### config.mk
export PLATFORM = sky130hd
export DESIGN_NAME = stream_pattern_mask
export DESIGN_NICKNAME = d
export VERILOG_FILES = /design/src/rtl/spm_pkg.sv /design/src/rtl/spm_cell.sv /design/src/rtl/stream_pattern_mask.sv
export SDC_FILE = /design/constraint.sdc
export NUM_CORES = 1
export LEC_CHECK = 0
export BUFFER_PORTS_ARGS = -buffer_cell sky130_fd_sc_hd__buf_2
export CAP_MARGIN = 30
export CORE_AREA = 3 3 150 152
export DETAILED_ROUTE_END_ITERATION = 8
export DIE_AREA = 0 0 153 155
export PLACE_DENSITY_LB_ADDON = 0.1
export SKIP_LAST_GASP = 1
export SYNTH_ARGS = -nofsm -noshare
export SYNTH_HDL_FRONTEND = slang
export SYNTH_HIERARCHICAL = 1
export SYNTH_SLANG_ARGS = --single-unit
### constraint.sdc
create_clock -name aclk -period 4.4 [get_ports aclk]
set_input_delay 0.88 -clock aclk [delete_from_list [all_inputs] [get_ports aclk]]
set_output_delay 0.88 -clock aclk [all_outputs]
set_load 0.05 [all_outputs]
### src/rtl/spm_pkg.sv
package spm_pkg;

    localparam int PATTERN_MAX_DEF = 8;
    localparam int BYTE_W          = 8;
    localparam int PATTERN_W       = 64;
    localparam int LEN_W           = 4;
    localparam int CFG_INDEX_W     = 4;

    localparam logic [BYTE_W-1:0]      ASTERISK           = 8'h2A;
    localparam logic [LEN_W-1:0]       LEN_RESET          = 4'd1;
    localparam logic [CFG_INDEX_W-1:0] CFG_PATTERN_BYTES  = 4'd0;
    localparam logic [CFG_INDEX_W-1:0] CFG_PATTERN_LENGTH = 4'd1;

    typedef struct packed {
        logic [BYTE_W-1:0] data;
        logic              masked;
        logic              last;
    } cell_t;

    typedef struct packed {
        logic en;
        logic sel_in;
        logic mark;
    } cell_ctrl_t;

endpackage

### src/rtl/spm_cell.sv
module spm_cell (
    input  logic               aclk,
    input  spm_pkg::cell_ctrl_t ctrl,
    input  spm_pkg::cell_t     nbr,
    input  spm_pkg::cell_t     ld,
    output spm_pkg::cell_t     q
);
    import spm_pkg::*;

    cell_t data_reg;
    cell_t data_next;

    always_comb begin
        data_next        = ctrl.sel_in ? ld : nbr;
        data_next.masked = data_next.masked | ctrl.mark;
    end

    always_ff @(posedge aclk) begin
        if (ctrl.en) begin
            data_reg <= data_next;
        end
    end

    assign q = data_reg;

endmodule

### src/rtl/stream_pattern_mask.sv
// Byte stream filter that replaces every leftmost, non-overlapping occurrence
// of a configured pattern of one to PATTERN_MAX bytes with asterisks.
// The input channel (s_valid, s_ready, s_in_byte, s_in_last) carries one byte
// per transaction, and s_in_last marks the final byte of a stream.
// The output channel (m_valid, m_ready, m_out_byte, m_out_last) carries exactly
// one byte for every input byte, in order, with m_out_last on the final byte.
// The configuration channel (cfg_valid, cfg_ready, cfg_index, cfg_data) writes
// the pattern bytes at index 0 and the pattern length at index 1; it is always
// ready and should be used only while no stream data is in flight.
// Bytes wait in a row of cells until the pattern length is reached; then, while
// the receiver is ready, one byte leaves the front of the row every cycle, so
// the block sustains one byte per cycle on both channels. The first output of
// a stream is registered after the input that fills the window enters the row,
// and the last stream byte flushes the rest one per cycle unless stalled.
// When the receiver stalls, the row keeps accepting bytes until all of its
// PATTERN_MAX cells are occupied, and then s_ready falls.
// Synchronous reset empties the row, drops the output, and restores a zero
// pattern of length one.
module stream_pattern_mask #(
    parameter int PATTERN_MAX = spm_pkg::PATTERN_MAX_DEF
) (
    input  logic                              aclk,
    input  logic                              aresetn,
    input  logic                              s_valid,
    output logic                              s_ready,
    input  logic [spm_pkg::BYTE_W-1:0]        s_in_byte,
    input  logic                              s_in_last,
    output logic                              m_valid,
    input  logic                              m_ready,
    output logic [spm_pkg::BYTE_W-1:0]        m_out_byte,
    output logic                              m_out_last,
    input  logic                              cfg_valid,
    output logic                              cfg_ready,
    input  logic [spm_pkg::CFG_INDEX_W-1:0]   cfg_index,
    input  logic [spm_pkg::PATTERN_W-1:0]     cfg_data
);
    import spm_pkg::*;

    localparam int FW = $clog2(PATTERN_MAX + 1);

    logic [PATTERN_W-1:0] pattern_reg;
    logic [LEN_W-1:0]     len_reg;
    logic [FW-1:0]        fill_reg;
    logic [FW-1:0]        fill_next;
    logic                 armed_reg;
    logic                 armed_next;
    logic                 m_valid_reg;
    logic                 m_valid_next;
    logic [BYTE_W-1:0]    m_byte_reg;
    logic [BYTE_W-1:0]    m_byte_next;
    logic                 m_last_reg;
    logic                 m_last_next;

    cell_t      cell_q   [PATTERN_MAX];
    cell_t      cell_nbr [PATTERN_MAX];
    cell_ctrl_t cell_ctl [PATTERN_MAX];
    cell_t      in_cell;

    logic [FW-1:0] eff_n;
    logic [FW-1:0] avail;
    logic          has_last;
    logic          match;
    logic          front_masked;
    logic          can_check;
    logic          act;
    logic          pop;
    logic          push;
    logic          mark_en;
    logic          cfg_write;

    assign cfg_ready = 1'b1;
    assign cfg_write = cfg_valid && cfg_ready;

    always_ff @(posedge aclk) begin
        if (!aresetn) begin
            pattern_reg <= '0;
            len_reg     <= LEN_RESET;
        end else if (cfg_write) begin
            case (cfg_index)
                CFG_PATTERN_BYTES:  pattern_reg <= cfg_data;
                CFG_PATTERN_LENGTH: len_reg     <= cfg_data[LEN_W-1:0];
                default: ;
            endcase
        end
    end

    always_comb begin
        if (len_reg == '0) begin
            eff_n = FW'(1);
        end else if (len_reg > LEN_W'(PATTERN_MAX)) begin
            eff_n = FW'(PATTERN_MAX);
        end else begin
            eff_n = FW'(len_reg);
        end
    end

    // The match region never runs past the first stream end in the row.
    always_comb begin
        has_last = 1'b0;
        avail    = fill_reg;
        for (int i = PATTERN_MAX - 1; i >= 0; i--) begin
            if (FW'(i) < fill_reg && cell_q[i].last) begin
                has_last = 1'b1;
                avail    = FW'(i + 1);
            end
        end
    end

    always_comb begin
        match = 1'b1;
        for (int k = 0; k < PATTERN_MAX; k++) begin
            if (FW'(k) < eff_n && cell_q[k].data != pattern_reg[8*k +: BYTE_W]) begin
                match = 1'b0;
            end
        end
    end

    assign front_masked = (fill_reg != '0) && cell_q[0].masked;
    assign can_check    = armed_reg && (avail >= eff_n);
    assign act          = front_masked || can_check || has_last;
    assign pop          = act && (!m_valid_reg || m_ready);
    assign s_ready      = (fill_reg < FW'(PATTERN_MAX)) || pop;
    assign push         = s_valid && s_ready;
    assign mark_en      = pop && !front_masked && can_check && match;

    assign in_cell = '{data: s_in_byte, masked: 1'b0, last: s_in_last};

    always_comb begin
        for (int i = 0; i < PATTERN_MAX; i++) begin
            cell_nbr[i] = (i == PATTERN_MAX - 1) ? in_cell : cell_q[(i + 1) % PATTERN_MAX];
            cell_ctl[i].en     = pop || (push && FW'(i) == fill_reg);
            cell_ctl[i].sel_in = pop ? (push && FW'(i) == fill_reg - FW'(1)) : 1'b1;
            cell_ctl[i].mark   = mark_en && ((FW + 1)'(i + 1) < {1'b0, eff_n});
        end
    end

    for (genvar g = 0; g < PATTERN_MAX; g++) begin : g_cell
        spm_cell u_cell (
            .aclk (aclk),
            .ctrl (cell_ctl[g]),
            .nbr  (cell_nbr[g]),
            .ld   (in_cell),
            .q    (cell_q[g])
        );
    end

    always_comb begin
        fill_next = fill_reg;
        if (push && !pop) begin
            fill_next = fill_reg + FW'(1);
        end else if (pop && !push) begin
            fill_next = fill_reg - FW'(1);
        end
        armed_next = armed_reg;
        if (push) begin
            armed_next = 1'b1;
        end else if (cfg_write) begin
            armed_next = 1'b0;
        end
        m_valid_next = m_valid_reg;
        m_byte_next  = m_byte_reg;
        m_last_next  = m_last_reg;
        if (pop) begin
            m_valid_next = 1'b1;
            m_byte_next  = (front_masked || match) ? ASTERISK : cell_q[0].data;
            if (!front_masked && !can_check) begin
                m_byte_next = cell_q[0].data;
            end
            m_last_next = cell_q[0].last;
        end else if (m_ready) begin
            m_valid_next = 1'b0;
        end
    end

    always_ff @(posedge aclk) begin
        if (!aresetn) begin
            fill_reg    <= '0;
            armed_reg   <= 1'b0;
            m_valid_reg <= 1'b0;
        end else begin
            fill_reg    <= fill_next;
            armed_reg   <= armed_next;
            m_valid_reg <= m_valid_next;
        end
    end

    always_ff @(posedge aclk) begin
        m_byte_reg <= m_byte_next;
        m_last_reg <= m_last_next;
    end

    assign m_valid    = m_valid_reg;
    assign m_out_byte = m_byte_reg;
    assign m_out_last = m_last_reg;

endmodule

# Word-level counts from Yosys, hierarchy flattened
# Index checks and enable logic that the tools add are counted.
dict set report classes {
  bitwise 7
  magnitude_cmp 27
  n_addsub 2
  muxes 48
  reduce_logical 77
  n_eq_ne 22
}
# operator n
set ops {}
lappend ops {{2-to-1 mux 10 bit} 7}
lappend ops {{inequality test 8 bit} 8}
lappend ops {{logical AND 1 bit} 49}
lappend ops {{less-than comparator 3 x 4 -> 1 bit (first input constant)} 12}
lappend ops {{2-to-1 mux 4 bit} 12}
lappend ops {{equality test 3 x 4 -> 1 bit (first input constant)} 7}
lappend ops {{2-to-1 mux 1 bit} 27}
lappend ops {{less-than comparator 2 x 4 -> 1 bit (first input constant)} 6}
lappend ops {{less-than comparator 1 x 4 -> 1 bit (first input constant)} 5}
lappend ops {{equality test 2 x 4 -> 1 bit (first input constant)} 4}
lappend ops {{zero test 4 bit} 4}
lappend ops {{2-to-1 mux 8 bit} 2}
lappend ops {{logical OR 1 bit} 13}
lappend ops {{equality test 1 x 4 -> 1 bit (first input constant)} 2}
lappend ops {{OR 1 bit} 7}
lappend ops {{nonzero test 2 bit} 3}
lappend ops {{zero test 1 bit} 5}
lappend ops {{adder 4 x 1 -> 4 bit (second input constant)} 1}
lappend ops {{equality test 4 x 1 -> 1 bit (second input constant)} 1}
lappend ops {{>= comparator 4 bit} 1}
lappend ops {{> comparator 4 bit (second input constant)} 1}
lappend ops {{less-than comparator 4 bit (first input constant)} 1}
lappend ops {{less-than comparator 4 bit (second input constant)} 1}
lappend ops {{AND reduction 2 bit} 2}
lappend ops {{2 further kinds} 2}
dict set report totals {
  elab_cells 214
  inputBits 82
  ff_bits 163
}

# Logic depth before layout (Yosys ltp)
# Gate-level depths: netlist of the first run.
dict set report depth {
  depth_word 21
  ltp_mapped 20
  mapped_depth_nobuf 19
}

# Hierarchy
# Netlist of the first run, hierarchy kept.
# mod cells_per_inst seq_area_each_um2 n_inst area_each_um2
set modules_own_cells {}
lappend modules_own_cells {stream_pattern_mask 570 1751.7 1 4713.3}
lappend modules_own_cells {spm_cell 22 300.3 8 462.9}

# Worst setup path after synthesis of the first run
# No wires, ideal clock.
dict set report synth_path {
  path_kind {register to output}
  start {reg fill_reg[1]}
  end {out s_ready}
  t_arrival_ns 3.281
  setup_slack_ns 0.239
  stages_incl_launch_ff 16
  path_cell_list {dfxtp_1 > clkbuf_1 > inv_1 > ha_1 > o21ai_0 > nand2_1 > a21oi_1 > o21ai_0 > and2_2 > ha_1 > nand2b_1 > a2111oi_2 > nor3_1 > o41ai_4 > buf_6 > nand2_1}
}
dict set report synth_between {
  elab_chain_cells 16
  word_cells_on_any_way 41
  classes_between {order compare: 10; mux: 16; reduce/logical: 15}
}
# item line_no
set synth_rtl {}
lappend synth_rtl {{start, declared} stream_pattern_mask.sv:43} ;# logic [FW-1:0] fill_reg;
lappend synth_rtl {{start signal, assigned} stream_pattern_mask.sv:181} ;# fill_reg <= fill_next;
lappend synth_rtl {{less-than comparator 3 x 4 -> 1 bit} stream_pattern_mask.sv:102} ;# if (FW'(i) < fill_reg && cell_q[i].last) begin
lappend synth_rtl {{logical AND 1 bit} stream_pattern_mask.sv:102}
lappend synth_rtl {{2-to-1 mux 4 bit (8 in series)} stream_pattern_mask.sv:102}
lappend synth_rtl {{>= comparator 4 bit} stream_pattern_mask.sv:119} ;# assign can_check = armed_reg && (avail >= eff_n);
lappend synth_rtl {{logical AND 1 bit} stream_pattern_mask.sv:119}
lappend synth_rtl {{logical OR 1 bit (2 in series)} stream_pattern_mask.sv:120} ;# assign act = front_masked || can_check || has_last;
lappend synth_rtl {{logical AND 1 bit} stream_pattern_mask.sv:121} ;# assign pop = act && (!m_valid_reg || m_ready);
lappend synth_rtl {{logical OR 1 bit *} stream_pattern_mask.sv:122} ;# assign s_ready = (fill_reg < FW'(PATTERN_MAX)) || pop;
lappend synth_rtl {{end, declared} stream_pattern_mask.sv:25} ;# output logic s_ready,
# Mark *: on every way between the ends. The rest lies on a longest branch, timed or not.

# Worst setup path in the final report of the first run
dict set report layout_path {
  start {reg fill_reg[0]}
  end {out s_ready}
}
# The elaborated chain is that of the path after synthesis.

==> flow_results.org, run 1 <==
** STA
- The final count of hold timing violations was 0.
- Headroom to the max-slew limit came out at 49.5%.
- Setup violations remaining at the end of the flow were counted as 0.
- FMAX :: 240 MHz
- At the pin with the least slew margin, the transition time is 0.756 ns.
- The number of slew-limit violations in the final report is 0.
- Once routing completed, OpenROAD measured the worst setup slack at 0.230 ns.
- Final total negative setup slack :: 0 ns
- Clock skew :: 0.0115 ns
- Setup repair after global routing left no endpoint under its margin.
- Across all hold checks on the routed design, the worst slack comes to 0.467 ns.
- The clock period could shrink to 4.17 ns.
- In the finished design, the share of the clock period the worst path needs comes to 94.8%.

** Finish
- Synthesis-to-layout area growth :: 16.6%
- Largest register FFs :: 80
- The filler cells instantiated in the layout total 1972.
- The library cell used most frequently in the layout, excluding fill and tap cells, is sky130_fd_sc_hd__nand2_1.
- Final design instance area without fill :: 9810 µm²
- The top cell types in the final layout, fill and taps aside, are sky130_fd_sc_hd__nand2_1, sky130_fd_sc_hd__buf_2, sky130_fd_sc_hd__edfxtp_1.
- In the final design database the tool counted 939 nets.
- Excluding fillers, the count of instances in the completed layout stands at 1133.
- Cells with a size suffix above 1 make up 29.0% of the layout.
- Final core utilization :: 46.4%
- Antenna Cells :: 0

** Placement
- Total half-perimeter wirelength after legalization and detailed placement :: 14600 µm
- The congestion estimate from routability-driven global placement came to 0.896.
- Buffers placed on the I/O ports in this run total 92.
- Post-place setup slack :: 0.128 ns
- Placed cell count :: 1101
- Instance area after placement :: 9190 µm²

** Clocking
- In this run the number of H-tree levels came out at 4.
- The clock passes through at most 2 buffers.
- For this design, the sink count on the clock tree is 163.
- Register clock-pin slew on the reported worst setup and hold paths :: 0.07 ns
- The clock reaches the later pin of the worst-skew pair after 0.42 ns.
- TritonCTS built the clock tree.
- Root Buffer :: sky130_fd_sc_hd__clkbuf_16
- For this design, the CTS-stage hold fixing added 0 buffers.
- The number of setup buffers added after CTS is 0.
- TritonCTS Buffers :: 17

** Drt
- Number of iterations in the first detailed-routing pass :: 5
- The detail route stage leaves a number of antenna-violating nets equal to 0.
- Average detailed-routed wire length per instance :: 16.9 µm
- Detailed-route vias per instance :: 4.93
- Wires add up to 19100 µm.
- Remaining DRCs :: 0
- Summing over every cut layer, the via total after detailed routing is 5582.
- Iter 0 DRT Violations :: 270

** Logic synthesis
- Count of flip-flops with a built-in enable after synthesis :: 89
- Dividing the synthesized area by the synthesized cell count gives 11.3 µm².
- Post-Syn Instances :: 746
- Dominant cells by area after synthesis :: sky130_fd_sc_hd__edfxtp_1, sky130_fd_sc_hd__dfxtp_1, sky130_fd_sc_hd__mux2_4
- Of the synthesized area, sequential elements account for 49.4%.
- Yosys mapped the design onto 56 distinct sky130hd cell types.
- Portion of synthesized cell area occupied by the leading cell type :: 31.8%
- Cell type contributing the most total cell area after synthesis :: sky130_fd_sc_hd__edfxtp_1
- Asr flop ratio synth :: 0%
- Cell area after synthesis :: 8420 µm²
- Main flop type after synthesis :: sky130_fd_sc_hd__edfxtp_1
- Flop and latch count out of synthesis :: 163
- Synth warnings :: 6

** Worst setup path
- In this run the worst path has a maximum fanout of 4.
- Start-to-end type of the worst setup path :: reg -> out
- Startpoint Class :: flip-flop
- Data on the critical path arrives at its endpoint at 3.29 ns.
- Required time reported for the critical path endpoint :: 3.52 ns
- Endpoint kind of the worst setup timing path :: primary output

** Power and ir drop
- Largest vdd supply drop :: 0.280 mV
- Cell leakage power :: 3.93 nW
- Power per unit of standard cell area :: 777 nW/µm²
- Final Total Pwr :: 7.62 mW

** Global routing
- Aggregate global-route resource usage :: 16.4%
- The first global-routing pass estimated 30900 µm of wire.
- Antenna violations before repair :: 0
- The total overflow left after global routing is 0.
- Via count of the first global-routing pass :: 5845
- Maximum number of pins on one net before global-route repair :: 49

** Worst hold path
- Type of the tightest min-delay check :: reg -> reg

** Run
- Across the run, the number of max-cap violations was 0.

** Die
- Die Area :: 23700 µm²
- Overall die width :: 153 µm
- Number of rows in the core area :: 53
- In this run the vertical extent of the chip is 155 µm.
- During I/O placement, the number of pins put on the boundary was 94.
- For this configuration, the core starts out at a cell density of 39.8%.
- The core region is 21200 µm².

** Outcome
- Run status :: completed
==> worst max-delay path, cell delays in order, from the launching register on <==
cell and delay, ns:
sky130_fd_sc_hd__dfxtp_2 0.36, sky130_fd_sc_hd__ha_1 0.18, sky130_fd_sc_hd__a21oi_1 0.07, sky130_fd_sc_hd__o21ai_1 0.21, sky130_fd_sc_hd__o221ai_2 0.14, sky130_fd_sc_hd__o21ai_1 0.17, sky130_fd_sc_hd__o21ai_0 0.10, sky130_fd_sc_hd__and2_2 0.20
sky130_fd_sc_hd__ha_1 0.27, sky130_fd_sc_hd__nand2b_1 0.17, sky130_fd_sc_hd__a2111oi_4 0.34, sky130_fd_sc_hd__nor3_2 0.11, sky130_fd_sc_hd__o41ai_4 0.25, sky130_fd_sc_hd__nand2_1 0.11, sky130_fd_sc_hd__buf_6 0.17
==> final timing paths <==
path / start / endpoint / slack [ns] / cells after the start
worst min register to register: pattern_reg[3]$_SDFFE_PN0P_ / pattern_reg[3]$_SDFFE_PN0P_ / 0.47 / 2
worst max-delay path: fill_reg[0]$_SDFFE_PN0P_ / s_ready / 0.23 / 14
worst min-delay path: pattern_reg[3]$_SDFFE_PN0P_ / pattern_reg[3]$_SDFFE_PN0P_ / 0.47 / 2
worst max register to register: fill_reg[0]$_SDFFE_PN0P_ / g_cell[7].u_cell/q[3]$_DFFE_PP_ / 0.43 / 17
==> per-layer routing <==
metal | track usage, % | vias up | wire, µm
li1 | - | 2795 | -
met1 | 20.0 | 2667 | 8440
met3 | 3.56 | 13 | 742
met4 | 4.33 | 0 | 200
met2 | 29.6 | 107 | 9750
met5 | 0 | - | 0
==> synthesized netlist by cell type (6+ instances only) <==
cell type,instances
sky130_fd_sc_hd__buf_2,7
sky130_fd_sc_hd__a211o_2,8
sky130_fd_sc_hd__ha_1,12
sky130_fd_sc_hd__a21oi_1,11
sky130_fd_sc_hd__xor2_1,57
sky130_fd_sc_hd__dfxtp_1,74
sky130_fd_sc_hd__xnor2_1,11
sky130_fd_sc_hd__buf_6,9
sky130_fd_sc_hd__nand2_1,163
sky130_fd_sc_hd__o21ai_0,18
sky130_fd_sc_hd__mux2_4,72
sky130_fd_sc_hd__a21boi_1,17
sky130_fd_sc_hd__edfxtp_1,89
sky130_fd_sc_hd__nor2b_1,9
sky130_fd_sc_hd__nand2b_1,6
sky130_fd_sc_hd__nor2_1,11
sky130_fd_sc_hd__clkbuf_1,21
sky130_fd_sc_hd__nor3_1,13
sky130_fd_sc_hd__inv_1,8
sky130_fd_sc_hd__nand3_1,12
sky130_fd_sc_hd__a21boi_0,53
sky130_fd_sc_hd__nor4_1,14
sky130_fd_sc_hd__and2_1,8
==> what timing repair did <==
| item | 4_1_cts | 5_1_grt |
|---|---|---|
| pin swaps | 0 | 5 |
| resized for setup | 4 | 8 |
| endpoints found under the setup margin | 1 | 82 |
==> area by class of cell <==
class | count | area [µm²] | area share, %
Tap cell | 275 | 344 | 3.51
Clock buffer | 23 | 520 | 5.30
Multi-Input combinational cell | 543 | 4060 | 41.4
Sequential cell | 163 | 4160 | 42.4
Inverter | 9 | 33.8 | 0.344
Clock inverter | 9 | 63.8 | 0.650
Timing Repair Buffer | 111 | 634 | 6.47
==> cell families after synthesis <==
| family | share of synthesized area, % |
|---|---|
| other cells | 0.0892 |
| mux | 13.0 |
| flops | 49.4 |
| simple gates | 14.0 |
| xor+xnor | 7.08 |
| fa+ha+maj | 1.78 |
| buf+inv | 3.33 |
| compound gates | 11.4 |
==> power breakdown <==
group          internal, mW  total (mW)  switching, mW
clock network         0.839        1.45          0.615
registers              2.48        2.85          0.365
logic                  1.65        3.32           1.67
total                  4.97        7.62           2.65
No activity file was read; power rests on OpenSTA's default activity.
==> run 2, diff against run 1 <==
==> constraint.sdc (replaced) <==
create_clock -name aclk -period 4 [get_ports aclk]
set_input_delay 0.8 -clock aclk [delete_from_list [all_inputs] [get_ports aclk]]
set_output_delay 0.8 -clock aclk [all_outputs]
set_load 0.05 [all_outputs]
==> flow_results.org, run 2 (synthesis results as in run 1) <==
** Worst setup path
- Buffers plus inverters on the worst setup path :: 2
- In this run the register-to-register setup slack is 0.31 ns.
- Most prevalent standard cell on the critical path :: sky130_fd_sc_hd__ha_4
- The critical path is of the reg -> out type.
- Peak per-stage delay on the critical path :: 0.42 ns
- Required time reported for the critical path endpoint :: 3.20 ns
- Startpoint Class :: flip-flop
- The critical path starts at fill_reg[0]$_SDFFE_PN0P_.
- Family with the most delay on the worst path :: simple AND/OR/NAND/NOR gates
- The signal on the critical path passes through clkinvlp_4 > ha_4 > or3b_4 > nand2_4 > and2_4 > ha_4 > nand2b_4 > a2111oi_4 > nor3_2 > o41ai_4 > nand2_2 > buf_8.
- The startpoint identified for the worst register-to-register timing path is fill_reg[0]$_SDFFE_PN0P_.
- Critical-path maximum fanout :: 5
- On the critical path, the stage with the largest delay is an instance of sky130_fd_sc_hd__or3b_4.
- STA classifies the critical path endpoint as a primary output.
- At the worst endpoint, the arrival time is 3.11 ns.

** Drt
- After detailed routing, the total wire length is 19700 µm.
- The first detailed-routing pass ran for 4 iterations.
- Via count :: 5676
- For this block, the initial DRC count from the detailed router was 290.
- Routed Antenna Nets :: 0
- Average detailed-routed wire length per instance :: 17.2 µm
- In the routed layout, each cell is associated on average with a via count of 4.95.
- Remaining DRCs :: 0

** Power and ir drop
- Final Total Pwr :: 8.91 mW
- VDD sags by at most 0.371 mV.
- Power per unit of standard cell area :: 879 nW/µm²
- In this run the static leakage power is 4.06 nW.

** Placement
- Port bufs :: 92
- Once detailed placement completed, the half-perimeter wirelength came to 15100 µm.
- Weighted congestion at the end of routability-driven global placement :: 0.837
- Post-place setup slack :: 0.00863 ns
- Placed cell count :: 1110
- Instance area after placement :: 9360 µm²

** STA
- Final-layout worst hold slack :: 0.466 ns
- Final total negative setup slack :: 0 ns
- Number of endpoints with negative hold slack in the final report :: 0
- Clock skew :: 0.00931 ns
- In the post-route analysis, the smallest setup slack over all paths is 0.0929 ns.
- Based on the critical path, the design can be clocked at up to 256 MHz.
- Worst-Margin Slew :: 0.749 ns
- Number of endpoints failing setup at the final stage :: 0
- Setup repair after global routing could not meet its margin everywhere.
- Ratio of final minimum period to clock period :: 97.7%
- Crit path time final :: 3.91 ns
- Headroom to the max-slew limit :: 49.9%
- The number of slew-limit violations in the final report is 0.

** Global routing
- Met2 Usage GRT :: 29.7%
- Summed over all layers, the global routing overflow is 0.
- met2 is the most crowded layer.
- Antenna violations before repair :: 0
- Met1 layer usage reported by global route :: 20.7%
- Global routing consumed, on the met3 layer, 4.06% of the routing resources.
- Global-route wire length before repair :: 31500 µm
- Entering global routing, the biggest net connects 57 pins.
- Aggregate global-route resource usage :: 16.8%
- Via count of the first global-routing pass :: 5894

** Clocking
- Clock insertion delay at the later pin of the skew report :: 0.43 ns
- The number of clock buffers added by TritonCTS is 17.
- In this run the deepest clock path goes through 2 buffers.
- H-Tree Depth :: 4
- Clock tree from TritonCTS :: yes
- Register clock-pin slew on the reported worst setup and hold paths :: 0.07 ns
- CTS Hold Buffers Added :: 0
- Root Buffer :: sky130_fd_sc_hd__clkbuf_16
- The clock net in this run drives a total of 163 sinks.

** Die
- Overall die width :: 153 µm
- Floorplan core area :: 21200 µm²
- Num ports :: 94
- The floorplan step set the die height to 155 µm.
- Die Area :: 23700 µm²
- In this run the core area contains 53 standard-cell rows.
- For this configuration, the core starts out at a cell density of 39.8%.

** Outcome
- Run status :: completed

** Run
- The tool flagged a number of max-cap violations equal to 0.

** Finish
- The net count of the finished layout is 952.
- Most common cell after layout, fill and taps aside :: sky130_fd_sc_hd__nand2_1
- Non-filler cells in the finished layout :: 1146
- Summing all non-filler instances in the final layout gives an area of 10100 µm².
- The area growth from synthesis to layout is 20.4%.
- Largest register FFs :: 80
- Antenna Cells :: 0
- The top cell types in the final layout, fill and taps aside, are sky130_fd_sc_hd__nand2_1, sky130_fd_sc_hd__buf_2, sky130_fd_sc_hd__edfxtp_1.
- Fraction of layout instances using a drive strength above 1 :: 31.2%
- Fill cells in the final layout number 1950.
- Once layout is complete, the utilization of the core stands at 47.9%.

** Worst hold path
- Hold Startpoint :: pattern_reg[31]$_SDFFE_PN0P_
- Type of the tightest min-delay check :: reg -> reg
-- run 2: path summary, 6_finish.rpt --
check        depth (start not counted)                           end
max                                 12                       s_ready
min                                  2  pattern_reg[31]$_SDFFE_PN0P_
max reg2reg                         15      fill_reg[2]$_SDFFE_PN0P_
min reg2reg                          2  pattern_reg[31]$_SDFFE_PN0P_
-- run 2: final cells by class --
cell class / count / area, µm² / share of cell area (%)
Clock buffer: 25 / 551 / 5.43
Clock inverter: 7 / 77.6 / 0.765
Inverter: 9 / 37.5 / 0.370
Multi-Input combinational cell: 543 / 4120 / 40.6
Sequential cell: 163 / 4170 / 41.1
Tap cell: 275 / 344 / 3.39
Timing Repair Buffer: 124 / 840 / 8.28
-- run 2: routing by layer --
layer	wire length [µm]	part of all wire, %
met5	0	0
met4	164	0.83
met3	817	4.1
met1	8690	44
met2	10100	51
-- run 2: where the power goes --
group	switching, mW	leakage [nW]	total, mW	internal [mW]
sequential	0.397	1.50	3.13	2.73
combinational	1.94	2.25	4.08	2.13
clock	0.675	0.310	1.71	1.03
total	3.01	4.06	8.91	5.90
-- run 2: timing repair --
| action | 4_1_cts | 5_1_grt |
|---|---|---|
| pin swaps | 2 | 15 |
| endpoints found under the setup margin | 3 | 3 |
| setup buffers | 1 | 3 |
| resized for setup | 9 | 25 |
-- run 2: worst reg2reg max path, cell delays in order (launching register included) --
cell	delay, ns
sky130_fd_sc_hd__dfxtp_4	0.37
sky130_fd_sc_hd__clkinvlp_4	0.11
sky130_fd_sc_hd__ha_4	0.16
sky130_fd_sc_hd__or3b_4	0.42
sky130_fd_sc_hd__nand2_4	0.10
sky130_fd_sc_hd__and2_4	0.15
sky130_fd_sc_hd__ha_4	0.18
sky130_fd_sc_hd__nand2b_4	0.14
sky130_fd_sc_hd__a2111oi_4	0.36
sky130_fd_sc_hd__nor3_2	0.09
sky130_fd_sc_hd__o41ai_4	0.35
sky130_fd_sc_hd__buf_4	0.21
sky130_fd_sc_hd__a21boi_2	0.07
sky130_fd_sc_hd__ha_1	0.37
sky130_fd_sc_hd__or3_1	0.38
sky130_fd_sc_hd__a21boi_0	0.16
==> run 3, diff against run 2 <==
--- a/config.mk
+++ b/config.mk
@@ -10,7 +10,6 @@
 export CORE_AREA = 3 3 150 152
 export DETAILED_ROUTE_END_ITERATION = 8
 export DIE_AREA = 0 0 153 155
-export PLACE_DENSITY_LB_ADDON = 0.1
 export SKIP_LAST_GASP = 1
 export SYNTH_ARGS = -nofsm -noshare
 export SYNTH_HDL_FRONTEND = slang
==> flow_results.org, run 3 (synthesis results as in run 1) <==
** Outcome
- The flow ran to the end, but the final reports show violations.
- The checks that failed: setup timing.

** Drt
- The detailed router finished its first iteration with 347 violations.
- For this block, the routed nets add up to 18500 µm of wire.
- Average detailed-routed wire length per instance :: 16.0 µm
- Routed Antenna Nets :: 0
- Remaining DRCs :: 0
- Before antenna repair, the detailed router went through 4 iterations.
- Routed metal-1 wire length :: 8460 µm
- After detailed routing, the met2 layer carries 9180 µm of wire.
- Via count :: 5626
- Highest metal used :: met4
- Detailed-route vias per instance :: 4.87
- DR WL met3 :: 671 µm

** Placement
- The congestion estimate from routability-driven global placement came to 0.837.
- After detailed placement, the design holds a cell count of 1115.
- Timing analysis after detailed placement gives a worst setup slack of 0.0765 ns.
- Port bufs :: 92
- Detailed placement ended at an HPWL of 13900 µm.

** STA
- The number of slew-limit violations in the final report was 0.
- Setup slack on the critical path of the routed design comes to -0.00785 ns.
- After layout, the minimum clock period comes to 4.01 ns.
- For the pin with the worst max-slew slack, the measured transition is 0.648 ns.
- Ratio of final minimum period to clock period :: 100%
- Measured against its own limit, the worst slew margin works out to 56.8%.
- The final count of hold timing violations was 0.
- For this run, the top clock speed supported by timing is 250 MHz.
- Setup violations remaining at the end of the flow were counted as 1.
- Unrepaired setup endpoints after global routing :: yes
- Clock skew :: 0.00746 ns

** Worst setup path
- Peak per-stage delay on the critical path :: 0.40 ns
- Standard cell with the maximum stage delay on the critical path :: sky130_fd_sc_hd__or3b_4
- At the worst endpoint, the arrival time is 3.21 ns.
- Required time reported for the critical path endpoint :: 3.20 ns
- STA classifies the critical path startpoint as a flip-flop.
- List of cells traversed by the critical path :: inv_4 > ha_4 > buf_6 > or3b_4 > nand2_4 > and2_4 > ha_4 > nand2b_4 > a2111oi_4 > nor3_2 > o41ai_4 > buf_4 > nand2_4 > buf_8
- Endpoint kind of the worst setup timing path :: primary output
- Along the worst path, the maximum fanout reaches 4.
- Start-to-end type of the worst setup path :: reg -> out

** Run
- Reported max-cap violation count :: 0

** Die
- Num ports :: 94
- Overall die width :: 153 µm
- The die covers 23700 µm².
- The core region is 21200 µm².
- Floorplan die height :: 155 µm
- Number of rows in the core area :: 53
- Once the floorplan was initialized, standard cells occupied 39.8% of the core.

** Finish
- Antenna Cells :: 0
- The register with the most flip-flops in the layout has 80 of them.
- The library cell used most frequently in the layout, excluding fill and tap cells, is sky130_fd_sc_hd__nand2_1.
- Non-filler cells in the finished layout :: 1156
- The post-route netlist has 32.3% of its cells at a drive strength greater than 1.
- For this run, the post-layout net count is 962.
- Synthesis-to-layout area growth :: 21.0%
- Commonest non-fill, non-tap cells in the layout :: sky130_fd_sc_hd__nand2_1, sky130_fd_sc_hd__buf_2, sky130_fd_sc_hd__edfxtp_1

** Power and ir drop
- Cell leakage power :: 4.10 nW
- Internal power comes to 5.89 mW.
- Share of total power in sequential cells :: 34.9%
- For this design the ratio of total power to cell area is 870 nW/µm².
- Logic pwr share :: 46.8%
- Switching Share :: 33.5%
- The analysis attributes to net switching a power of 2.96 mW.
- The clock network burns 18.3% of the power.
- Largest vdd supply drop :: 0.366 mV

** Clocking
- CTS Hold Buffers Added :: 0
- Clock insertion delay at the later pin of the skew report :: 0.42 ns
- Clock tree from TritonCTS :: yes
- Root Buffer :: sky130_fd_sc_hd__clkbuf_16
- The clock drives 163 sinks.
- The H-tree generated during clock tree synthesis spans 4 levels.
- Register clock-pin slew on the reported worst setup and hold paths :: 0.07 ns
- TritonCTS Buffers :: 17
- Maximum buffer depth of the clock tree :: 2

** Global routing
- GRT overflow :: 0
- Antenna violations before repair :: 0
- Aggregate global-route resource usage :: 15.7%
- The first global-routing pass estimated 29600 µm of wire.
- Entering global routing, the biggest net connects 45 pins.
- Via count of the first global-routing pass :: 5488

** Worst hold path
- The path class of the tightest hold or removal check is reg -> reg.
## run 3: critical path, delay by kind of cell, from the launching register on
kind | cells | cell delay, ns
compound gates | 2 | 0.69
fa+ha+maj | 2 | 0.31
buf+inv | 4 | 0.49
flops | 1 | 0.37
simple gates | 6 | 0.92
## run 3: power by group through the flow
stage          Sequential, mW  Clock, mW  Combinational [mW]
3_3_place_gp             3.11          0                3.87
2_1_floorplan            3.19          0                2.83
3_5_place_dp             3.12          0                3.94
6_report                 3.09       1.62                4.14
5_1_grt                  3.16       1.72                4.48
4_1_cts                  3.10       1.66                4.07
## run 3: final timing paths
kind | end | startpoint | cells after the start | slack (ns)
setup / recovery | s_ready | fill_reg[0]$_SDFFE_PN0P_ | 14 | -0.008
hold / removal | pattern_reg[51]$_SDFFE_PN0P_ | pattern_reg[51]$_SDFFE_PN0P_ | 2 | 0.47
setup reg to reg | g_cell[5].u_cell/q[1]$_DFFE_PP_ | fill_reg[0]$_SDFFE_PN0P_ | 19 | 0.19
hold reg to reg | pattern_reg[51]$_SDFFE_PN0P_ | pattern_reg[51]$_SDFFE_PN0P_ | 2 | 0.47
## run 3: layer usage
metal	global-route usage (%)	vias to the layer above
li1	-	2838
met4	3.90	0
met2	26.7	118
met3	3.67	14
met5	0	-
met1	20.4	2656
## run 3: repair_timing
action | CTS | global route
setup endpoints to repair | 1 | 3
cloned | 0 | 0
pin swaps | 7 | 15
setup buffers | 5 | 4
gates resized for setup | 21 | 16
## run 3: layout make-up
cell class / count / area [µm²]
Clock inverter: 8 / 57.6
Sequential cell: 163 / 4160
Fill cell: 1960 / 11000
Clock buffer: 24 / 546
Timing Repair Buffer: 134 / 902
Inverter: 9 / 38.8
Multi-Input combinational cell: 543 / 4130
Tap cell: 275 / 344
## run 3: through the flow
stage | area, µm² | TNS, ns | util [%] | total power [mW] | hold slack, ns
2_1_floorplan | 8450 | 0 | - | 6.03 | 0.447
4_1_cts | 10100 | 0 | 47.7 | 8.82 | 0.469
5_1_grt | 10200 | -0.136 | 48.1 | 9.36 | 0.494
3_3_place_gp | 9380 | 0 | 44.3 | 6.98 | 0.456
6_report | 10200 | -0.00785 | 48.1 | 8.86 | 0.466
3_5_place_dp | 9380 | 0 | 44.3 | 7.06 | 0.460
